`src/rtl/irep_pkg.sv`:
```
`timescale 1ns / 1ps
// Shared constants, types and result structs for the IR edge pulse recorder.
// No dependencies; every other file of the block depends on this package.
package irep_pkg;

  // Time base and frame budget
  localparam int TIME_BITS    = 48;
  localparam int CHUNK_W      = 8;
  localparam int CHUNK_SHIFT  = 15;
  localparam int AMT_W        = CHUNK_W + CHUNK_SHIFT;
  localparam int RUN_BITS     = 24;
  localparam int DUR_W        = 32;
  localparam int GAP_W        = 16;
  localparam int SUM_W        = CHUNK_SHIFT + 1;

  localparam logic [CHUNK_W-1:0] FRAME_CHUNKS = 8'd252;
  localparam logic [SUM_W-1:0]   CHUNK_US     = 16'd32767;
  localparam logic [GAP_W-1:0]   IDLE_RESET   = 16'd6000;
  localparam logic [DUR_W-1:0]   GAP_SAT      = 32'h8000_0000;

  // Input item kinds
  localparam logic MODE_EDGE = 1'b0;
  localparam logic MODE_TICK = 1'b1;

  // Result queue sizing
  localparam int QUEUE_DEPTH = 4;
  localparam int QPTR_W      = $clog2(QUEUE_DEPTH);
  localparam int QCNT_W      = $clog2(QUEUE_DEPTH + 1);

  typedef struct packed {
    logic signed [DUR_W-1:0] duration;
    logic                    is_gap;
    logic                    last;
  } result_t;

  // Results of one item: one or two, pushed as a single entry
  typedef struct packed {
    logic    valid;
    logic    two;
    result_t first;
    result_t second;
  } push_t;

  typedef struct packed {
    logic [QCNT_W-1:0] used;
  } queue_status_t;

endpackage

```
`src/rtl/irep_item_if.sv`:
```
`timescale 1ns / 1ps
// Input channel of the recorder: edge events and idle check ticks.
// Depends on irep_pkg for the time width.
interface irep_item_if;
  logic                           valid;
  logic                           ready;
  logic                           mode;
  logic [irep_pkg::TIME_BITS-1:0] now_us;
  logic                           level;

  modport source (output valid, mode, now_us, level, input ready);
  modport sink   (input valid, mode, now_us, level, output ready);
endinterface

```
`src/rtl/irep_result_if.sv`:
```
`timescale 1ns / 1ps
// Output channel of the recorder: signed run durations and gap markers.
// Depends on irep_pkg for the duration width.
interface irep_result_if;
  logic                              valid;
  logic                              ready;
  logic signed [irep_pkg::DUR_W-1:0] duration;
  logic                              is_gap;
  logic                              last;

  modport source (output valid, duration, is_gap, last, input ready);
  modport sink   (input valid, duration, is_gap, last, output ready);
endinterface

```
`src/rtl/irep_cfg_if.sv`:
```
`timescale 1ns / 1ps
// Configuration write channel carrying the idle gap register.
// Depends on irep_pkg for the register width.
interface irep_cfg_if;
  logic                       valid;
  logic                       ready;
  logic [irep_pkg::GAP_W-1:0] data;

  modport source (output valid, data, input ready);
  modport sink   (input valid, data, output ready);
endinterface

```
`src/rtl/irep_core.sv`:
```
`timescale 1ns / 1ps
// Recorder core: input register, frame state and single-pass update logic.
// Depends on irep_pkg, irep_item_if and irep_cfg_if.
module irep_core (
  input  logic                    clk,
  input  logic                    rst,
  irep_item_if.sink               item,
  irep_cfg_if.sink                cfg,
  input  irep_pkg::queue_status_t qstat,
  output irep_pkg::push_t         push
);
  import irep_pkg::*;

  // Input register
  logic                 s1_valid;
  logic                 s1_mode;
  logic [TIME_BITS-1:0] s1_now;
  logic                 s1_level;

  // Configuration and frame state
  logic [GAP_W-1:0]           idle_gap_us;
  logic [TIME_BITS-1:0]       prev_edge_time, prev_edge_time_next;
  logic                       have_prev_edge, have_prev_edge_next;
  logic                       rose_last, rose_last_next;
  logic [CHUNK_W-1:0]         chunks_used, chunks_used_next;
  logic signed [RUN_BITS-1:0] run_total, run_total_next;

  // Update datapath
  logic [TIME_BITS-1:0]       delta;
  logic                       idle;
  logic [CHUNK_W-1:0]         space;
  logic [AMT_W-1:0]           cap;
  logic                       big;
  logic [AMT_W-1:0]           amount;
  logic [CHUNK_W-1:0]         hi;
  logic [SUM_W-1:0]           part_sum;
  logic [CHUNK_W-1:0]         extra;
  logic [CHUNK_W-1:0]         used;
  logic                       neg;
  logic                       flip;
  logic signed [RUN_BITS-1:0] run_base;
  logic signed [RUN_BITS-1:0] amount_s;
  logic [DUR_W-1:0]           gap_val;
  result_t                    run_res;
  push_t                      push_next;

  // Accept an item only when the queue can hold its results and the one in flight
  assign item.ready = !rst && ((QCNT_W'(qstat.used) + QCNT_W'(s1_valid))
                               < QCNT_W'(QUEUE_DEPTH));
  assign cfg.ready  = !rst;

  // Capture the input item
  always_ff @(posedge clk) begin
    if (rst) begin
      s1_valid <= 1'b0;
    end else begin
      s1_valid <= item.valid && item.ready;
    end
    if (item.valid && item.ready) begin
      s1_mode  <= item.mode;
      s1_now   <= item.now_us;
      s1_level <= item.level;
    end
  end

  // Elapsed time and chunk charge
  always_comb begin
    delta    = s1_now - prev_edge_time;
    idle     = delta > TIME_BITS'(idle_gap_us);
    space    = (chunks_used < FRAME_CHUNKS) ? (FRAME_CHUNKS - chunks_used) : '0;
    cap      = {space, {CHUNK_SHIFT{1'b0}}} - AMT_W'(space);
    big      = (delta[TIME_BITS-1:AMT_W] != '0) || (delta[AMT_W-1:0] >= cap);
    // Below the cap the whole time is charged; round the chunk count up
    hi       = delta[AMT_W-1:CHUNK_SHIFT];
    part_sum = SUM_W'(hi) + SUM_W'(delta[CHUNK_SHIFT-1:0]);
    if (part_sum == '0) begin
      extra = 8'd0;
    end else if (part_sum <= CHUNK_US) begin
      extra = 8'd1;
    end else begin
      extra = 8'd2;
    end
    if (big) begin
      amount = cap;
      used   = space;
    end else begin
      amount = delta[AMT_W-1:0];
      used   = hi + extra;
    end
    neg      = !s1_level;
    flip     = (run_total != '0) && (run_total[RUN_BITS-1] != neg);
    run_base = flip ? '0 : run_total;
    amount_s = signed'(RUN_BITS'(amount));
    gap_val  = (delta >= TIME_BITS'(GAP_SAT)) ? GAP_SAT : (DUR_W'(0) - delta[DUR_W-1:0]);
    run_res.duration = DUR_W'(run_total);
    run_res.is_gap   = 1'b0;
    run_res.last     = 1'b0;
  end

  // Next state and results for the registered item
  always_comb begin
    prev_edge_time_next = prev_edge_time;
    have_prev_edge_next = have_prev_edge;
    rose_last_next      = rose_last;
    chunks_used_next    = chunks_used;
    run_total_next      = run_total;
    push_next           = '0;
    push_next.first     = run_res;
    push_next.second    = run_res;
    if (s1_valid) begin
      if (s1_mode == MODE_TICK) begin
        // Idle line on a tick closes the frame
        if (chunks_used != '0 && idle) begin
          push_next.valid      = 1'b1;
          push_next.first.last = 1'b1;
          run_total_next       = '0;
          chunks_used_next     = '0;
        end
      end else if (!have_prev_edge) begin
        prev_edge_time_next = s1_now;
        have_prev_edge_next = 1'b1;
      end else if (idle && chunks_used != '0 && rose_last) begin
        // Edge after an idle gap: emit the run and the gap marker
        push_next.valid           = 1'b1;
        push_next.two             = 1'b1;
        push_next.second.duration = signed'(gap_val);
        push_next.second.is_gap   = 1'b1;
        push_next.second.last     = 1'b1;
        run_total_next            = '0;
        chunks_used_next          = '0;
        prev_edge_time_next       = s1_now;
      end else begin
        rose_last_next      = s1_level;
        prev_edge_time_next = s1_now;
        if (used != '0) begin
          push_next.valid  = flip;
          run_total_next   = neg ? (run_base - amount_s) : (run_base + amount_s);
          chunks_used_next = chunks_used + used;
        end
      end
    end
  end

  assign push = push_next;

  // Hold configuration and frame state
  always_ff @(posedge clk) begin
    if (rst) begin
      idle_gap_us    <= IDLE_RESET;
      prev_edge_time <= '0;
      have_prev_edge <= 1'b0;
      rose_last      <= 1'b0;
      chunks_used    <= '0;
      run_total      <= '0;
    end else begin
      if (cfg.valid && cfg.ready) begin
        idle_gap_us <= cfg.data;
      end
      prev_edge_time <= prev_edge_time_next;
      have_prev_edge <= have_prev_edge_next;
      rose_last      <= rose_last_next;
      chunks_used    <= chunks_used_next;
      run_total      <= run_total_next;
    end
  end

  // The frame budget is never overdrawn
  a_budget: assert property (@(posedge clk) disable iff (rst)
    chunks_used <= FRAME_CHUNKS)
    else $error("chunk budget exceeded");

  // An empty frame has no open run
  a_empty_run: assert property (@(posedge clk) disable iff (rst)
    chunks_used == '0 |-> run_total == '0)
    else $error("open run without charged chunks");

  // Once the first edge is seen it stays seen
  a_have_edge: assert property (@(posedge clk) disable iff (rst)
    !$past(rst) && $past(have_prev_edge) |-> have_prev_edge)
    else $error("edge history lost");

  // A result set is only produced by an accepted item
  a_push_src: assert property (@(posedge clk) disable iff (rst)
    push.valid |-> s1_valid && $past(item.valid && item.ready))
    else $error("results without an accepted item");

endmodule

```
`src/rtl/irep_out_queue.sv`:
```
`timescale 1ns / 1ps
// Result queue: holds result sets of one or two results and drains one per transfer.
// Depends on irep_pkg and irep_result_if.
module irep_out_queue (
  input  logic                    clk,
  input  logic                    rst,
  input  irep_pkg::push_t         push,
  output irep_pkg::queue_status_t qstat,
  irep_result_if.source           result
);
  import irep_pkg::*;

  push_t             entries [QUEUE_DEPTH];
  logic [QPTR_W-1:0] wr_ptr;
  logic [QPTR_W-1:0] rd_ptr;
  logic [QCNT_W-1:0] used, used_next;
  logic              sub;
  push_t             head;
  result_t           head_res;
  logic              xfer;
  logic              pop;

  assign head     = entries[rd_ptr];
  assign head_res = sub ? head.second : head.first;
  assign xfer     = result.valid && result.ready;
  assign pop      = xfer && (sub == head.two);

  assign result.valid    = used != '0;
  assign result.duration = head_res.duration;
  assign result.is_gap   = head_res.is_gap;
  assign result.last     = head_res.last;
  assign qstat.used      = used;

  // Store a result set
  always_ff @(posedge clk) begin
    if (push.valid) begin
      entries[wr_ptr] <= push;
    end
  end

  // Track occupancy
  always_comb begin
    used_next = used;
    if (push.valid && !pop) begin
      used_next = used + QCNT_W'(1);
    end else if (!push.valid && pop) begin
      used_next = used - QCNT_W'(1);
    end
  end

  // Advance pointers and the position within the head set
  always_ff @(posedge clk) begin
    if (rst) begin
      wr_ptr <= '0;
      rd_ptr <= '0;
      used   <= '0;
      sub    <= 1'b0;
    end else begin
      used <= used_next;
      if (push.valid) begin
        wr_ptr <= wr_ptr + QPTR_W'(1);
      end
      if (pop) begin
        rd_ptr <= rd_ptr + QPTR_W'(1);
        sub    <= 1'b0;
      end else if (xfer) begin
        sub <= 1'b1;
      end
    end
  end

  // Never write into a full queue
  a_no_overflow: assert property (@(posedge clk) disable iff (rst)
    push.valid |-> used != QCNT_W'(QUEUE_DEPTH))
    else $error("result queue overflow");

  // Occupancy stays within the depth
  a_depth: assert property (@(posedge clk) disable iff (rst)
    used <= QCNT_W'(QUEUE_DEPTH))
    else $error("result queue occupancy out of range");

  // The second result is only selected in a two-result set
  a_second: assert property (@(posedge clk) disable iff (rst)
    result.valid && sub |-> head.two)
    else $error("second result of a single-result set");

  // A gap marker always ends its frame
  a_gap_last: assert property (@(posedge clk) disable iff (rst)
    result.valid && result.is_gap |-> result.last)
    else $error("gap marker not marked last");

endmodule

```
`src/rtl/ir_edge_pulse_recorder.sv`:
```
`timescale 1ns / 1ps
// IR edge pulse recorder: takes one edge event or idle tick per clock cycle and
// returns signed run durations, with a gap marker and a last flag at frame end.
// An accepted item is registered and fully processed in the next cycle; its zero,
// one or two results then enter a four-entry result queue that drains one result
// per output transfer. Input and configuration ready are low during reset; after
// it, input ready drops only when that queue, counting the item in flight, is
// full, so throughput is one item per cycle while the output keeps up, and
// two-result items (frame close by an edge) need two output transfers.
// Results pass the input register and a queue entry before reaching the output.
// The idle gap register may be written whenever no item is in flight.
// Depends on irep_pkg, the channel interfaces, irep_core and irep_out_queue.
module ir_edge_pulse_recorder (
  input  logic          clk,
  input  logic          rst,
  irep_item_if.sink     item,
  irep_cfg_if.sink      cfg,
  irep_result_if.source result
);
  import irep_pkg::*;

  push_t         push;
  queue_status_t qstat;

  // Frame state and per-item update
  irep_core u_core (
    .clk   (clk),
    .rst   (rst),
    .item  (item),
    .cfg   (cfg),
    .qstat (qstat),
    .push  (push)
  );

  // Buffer results towards the output
  irep_out_queue u_queue (
    .clk    (clk),
    .rst    (rst),
    .push   (push),
    .qstat  (qstat),
    .result (result)
  );

endmodule
```
`src/flat_wrapper.sv`:
```
// flat-port wrapper written by rule: the top's interface ports become plain ports
module ir_edge_pulse_recorder_flat import irep_pkg::*;
  (clk, rst, item_valid, item_mode, item_now_us, item_level, item_ready, cfg_valid, cfg_data, cfg_ready, result_valid, result_duration, result_is_gap, result_last, result_ready);
  irep_item_if item_i ();
  irep_cfg_if cfg_i ();
  irep_result_if result_i ();
  input  logic clk;
  input  logic rst;
  input wire logic [$bits(item_i.valid)-1:0] item_valid;
  input wire logic [$bits(item_i.mode)-1:0] item_mode;
  input wire logic [$bits(item_i.now_us)-1:0] item_now_us;
  input wire logic [$bits(item_i.level)-1:0] item_level;
  output wire logic [$bits(item_i.ready)-1:0] item_ready;
  input wire logic [$bits(cfg_i.valid)-1:0] cfg_valid;
  input wire logic [$bits(cfg_i.data)-1:0] cfg_data;
  output wire logic [$bits(cfg_i.ready)-1:0] cfg_ready;
  output wire logic [$bits(result_i.valid)-1:0] result_valid;
  output wire logic [$bits(result_i.duration)-1:0] result_duration;
  output wire logic [$bits(result_i.is_gap)-1:0] result_is_gap;
  output wire logic [$bits(result_i.last)-1:0] result_last;
  input wire logic [$bits(result_i.ready)-1:0] result_ready;
  assign item_i.valid = item_valid;
  assign item_i.mode = item_mode;
  assign item_i.now_us = item_now_us;
  assign item_i.level = item_level;
  assign item_ready = item_i.ready;
  assign cfg_i.valid = cfg_valid;
  assign cfg_i.data = cfg_data;
  assign cfg_ready = cfg_i.ready;
  assign result_valid = result_i.valid;
  assign result_duration = result_i.duration;
  assign result_is_gap = result_i.is_gap;
  assign result_last = result_i.last;
  assign result_i.ready = result_ready;
  ir_edge_pulse_recorder u_core (.clk(clk), .rst(rst), .item(item_i), .cfg(cfg_i), .result(result_i));
endmodule
```
`config.mk`:
```
export PLATFORM = sky130hd
export DESIGN_NAME = ir_edge_pulse_recorder_flat
export DESIGN_NICKNAME = d
export VERILOG_FILES = /design/src/rtl/irep_pkg.sv /design/src/rtl/irep_item_if.sv /design/src/rtl/irep_result_if.sv /design/src/rtl/irep_cfg_if.sv /design/src/rtl/irep_core.sv /design/src/rtl/irep_out_queue.sv /design/src/rtl/ir_edge_pulse_recorder.sv /design/src/flat_wrapper.sv
export SDC_FILE = /design/constraint.sdc
export NUM_CORES = 1
export LEC_CHECK = 0
export BUFFER_PORTS_ARGS = -buffer_cell sky130_fd_sc_hd__buf_2
export CORE_ASPECT_RATIO = 0.5
export CORE_UTILIZATION = 65
export DETAILED_ROUTE_END_ITERATION = 7
export PLACE_DENSITY = 0.8
export SLEW_MARGIN = 20
export SYNTH_ARGS = -nofsm -noshare
export SYNTH_HDL_FRONTEND = slang
export SYNTH_SLANG_ARGS = --single-unit
```
`constraint.sdc`:
```
create_clock -name clk -period 12.6 [get_ports clk]
set_input_delay 2.52 -clock clk [delete_from_list [all_inputs] [get_ports clk]]
set_output_delay 2.52 -clock clk [all_outputs]
set_load 0.005 [all_outputs]
```
==> impl_metrics.tcl <==
set metrics [dict create \
    routed_wirelength_um 57600 \
    layout_common_cells "edfxtp_1, nand2_1, nor2_1" \
    syn_area_mm2 0.0235 \
    n_antenna_cell 0 \
    crit_arrival_ns 10.54 \
    instances_no_fill 2826 \
    num_rows 48 \
    cts_tree "yes" \
    synth_top_area_share 0.361 \
    critical_path_class "reg -> reg" \
    drt_iter0_drc 1920 \
    synthCells 2267 \
    end_kind "flip-flop" \
    cts_buffers 35 \
    grt_antenna_before_repair 0 \
    setup_viol 0 \
    die_x_um 271 \
    clkSlewWorstSetupHoldPaths_ns 0.07 \
    synth_ff_type "edfxtp_1" \
    highest_layer "met4" \
    met3_length_um 4990 \
    clock_latency_ns 0.55 \
    drc 0 \
    clk_path_buf_depth 3 \
    tightest_slew_ns 1.19 \
    finalCriticalPeriod_ns 10.13 \
    synth_area_leaders "edfxtp_1, dfxtp_1, ha_1" \
    crit_fanout 25 \
    start_util 0.670 \
    place_area_mm2 0.0244 \
    root_buffer "clkbuf_16" \
    slowest_delay_ns 0.80 \
    power.total_mw 2.94 \
    rsz0062_at_grt "false" \
    hold_viol_final 0 \
    dieArea_mm2 0.0369 \
    gp_congestion 1.07 \
    critPathLaunchType "flip-flop" \
    gr-total-overflow 0 \
    synth-seq-cells 391 \
    final_common_cell "edfxtp_1" \
    grt_max_degree 100 \
    cts-resized-gates 0 \
    io_pins 108 \
    clkSinkCount 391 \
    fin_crit_sh 0.804 \
    grt_pass1_wl_um 90500 \
    ir_worst_vdd_mv 0.129 \
    synth_top_area_cell "edfxtp_1" \
    slew_viol_final 0 \
    power.density_mw_per_mm2 115 \
    setup-tns-final_ns 0 \
    final_area_mm2 0.0255 \
    yosysUniqueCellTypes 90 \
    track_usage 0.312 \
    fmax_ghz 0.0988 \
    firstDrtPassIters 6 \
    syn-mean-instance-area_um2 10.4 \
    hold_buffers 0 \
    die_y_um 136 \
    antenna_left 0 \
    dp.cells 2765 \
    m1WireLength_um 26000 \
    vias 17900 \
    required_ns 13.01 \
    cp_slowest_cell "or2_1" \
    async_flop_share 0 \
    ys_seq_area_frac 0.454 \
    nets 2537 \
    slew_headroom 0.199 \
    drv_cap 0 \
    wl_per_cell_um 20.4 \
    hpwl_um 40400 \
    postSynthNetCount 2477 \
    htreeDepth 2 \
    drive_gt1_frac 0.136 \
    grt_pass1_vias 16500 \
    fin_skew_ns 0.0339 \
    worstHoldPathType "reg -> reg" \
    fin_util 0.729 \
    yosys_warnings 0 \
    cts_setup_buffers 0 \
    p_leak_nw 9.46 \
    drt-vias-per-instance 6.32 \
    status "completed" \
    syn_to_final_growth_pct 8.70 \
    cp_common_cell "a21oi_1" \
    core_mm2 0.0350 \
    port_buffers 107 \
    synth_edf_count 282 \
    wl_met2_um 25700 \
]
[cells in the mapped netlist (7+ instances only)]
cell type	count
ha_1	133
o21bai_1	10
xor2_1	48
inv_1	119
and3_1	25
o31ai_1	34
nand2b_1	21
o211ai_1	21
buf_2	14
a31oi_1	18
edfxtp_1	282
nand4_1	24
mux2_2	29
or3_1	20
a21oi_1	149
xnor2_1	81
a211oi_1	17
nor3_1	40
buf_1	14
nor4_1	13
mux2i_1	56
and2_1	46
nor2_1	182
clkbuf_1	82
nor2b_1	18
dfxtp_1	109
mux4_2	59
o21a_1	16
o21ai_0	89
nand4b_1	7
or2_2	11
nand2_1	248
nand3_1	47
a21o_1	52
a211o_1	7
[report_power, final]
| part | leakage [nW] | internal (mW) | switching (mW) | total [mW] |
|---|---|---|---|---|
| sequential | 3.53 | 1.39 | 0.0131 | 1.40 |
| clock | 0.550 | 0.581 | 0.479 | 1.06 |
| combinational | 5.38 | 0.184 | 0.298 | 0.482 |
| total | 9.46 | 2.15 | 0.790 | 2.94 |
[worst max-delay path, delay by kind of cell, from the launching register on]
kind                       cells  cell delay (ns)
buffers and inverters          3             0.39
DFF                            1             0.38
muxes                          1             0.17
xor gates and xnor gates       2             0.74
and+or+nand+nor                9             2.14
AOI/OAI and AO/OA             18             3.98
adders and majority gates      7             2.19
[state kept, by name (all words and copies together) (netlist names), 2 cells and up, named ones only]
| register | count |
|---|---|
| u_core.u_queue.qstat | 3 |
| u_core.u_core.chunks_used | 8 |
| u_core.u_core.idle_gap_us | 16 |
| u_core.u_core.run_total | 24 |
| u_core.u_queue.rd_ptr | 2 |
| u_core.u_core.s1_now | 48 |
| u_core.u_core.prev_edge_time | 48 |
| u_core.u_queue.entries | 232 |
| u_core.u_queue.wr_ptr | 2 |
[path summary, 6_finish.rpt]
kind	start	end	slack, ns	cells after the start
min	u_core.u_core.prev_edge_time[19]$_SDFFE_PP0P_	u_core.u_core.prev_edge_time[19]$_SDFFE_PP0P_	0.45	2
min reg2reg	u_core.u_core.prev_edge_time[19]$_SDFFE_PP0P_	u_core.u_core.prev_edge_time[19]$_SDFFE_PP0P_	0.45	2
max reg2reg	u_core.u_core.s1_now[0]$_DFFE_PP_	u_core.u_core.run_total[21]$_SDFFE_PP0P_	2.47	40
max	u_core.u_core.s1_now[0]$_DFFE_PP_	u_core.u_core.run_total[21]$_SDFFE_PP0P_	2.47	40
[kinds of logic after synthesis]
family / synth area share
AOI/OAI and AO/OA: 0.132
muxes: 0.0951
xor gates and xnor gates: 0.0492
buffers and inverters: 0.0395
DFF: 0.454
adders and majority gates: 0.0782
and+or+nand+nor: 0.152
[stage by stage]
stage | hold WS, ns | setup WS (ns)
floorplan | 0.436 | 4.19
global placement | 0.441 | 3.15
detailed placement | 0.447 | 2.88
CTS | 0.455 | 2.82
global route | 0.471 | 1.77
finish | 0.454 | 2.47
[per-layer routing]
layer / vias up / GRT usage
met3: 103 / 0.0579
met4: 0 / 0.0612
met1: 8560 / 0.456
met5: - / 0
li1: 8420 / -
met2: 770 / 0.489
[cell type report]
type	instances	area, um^2
inverter	122	458
tap	475	594
fill	2472	9500
multi-input combinational	1640	11900
timing repair buffer	137	767
clock buffer	46	990
sequential	391	10700
clock inverter	15	125
No activity file was read; power rests on OpenSTA's default activity.
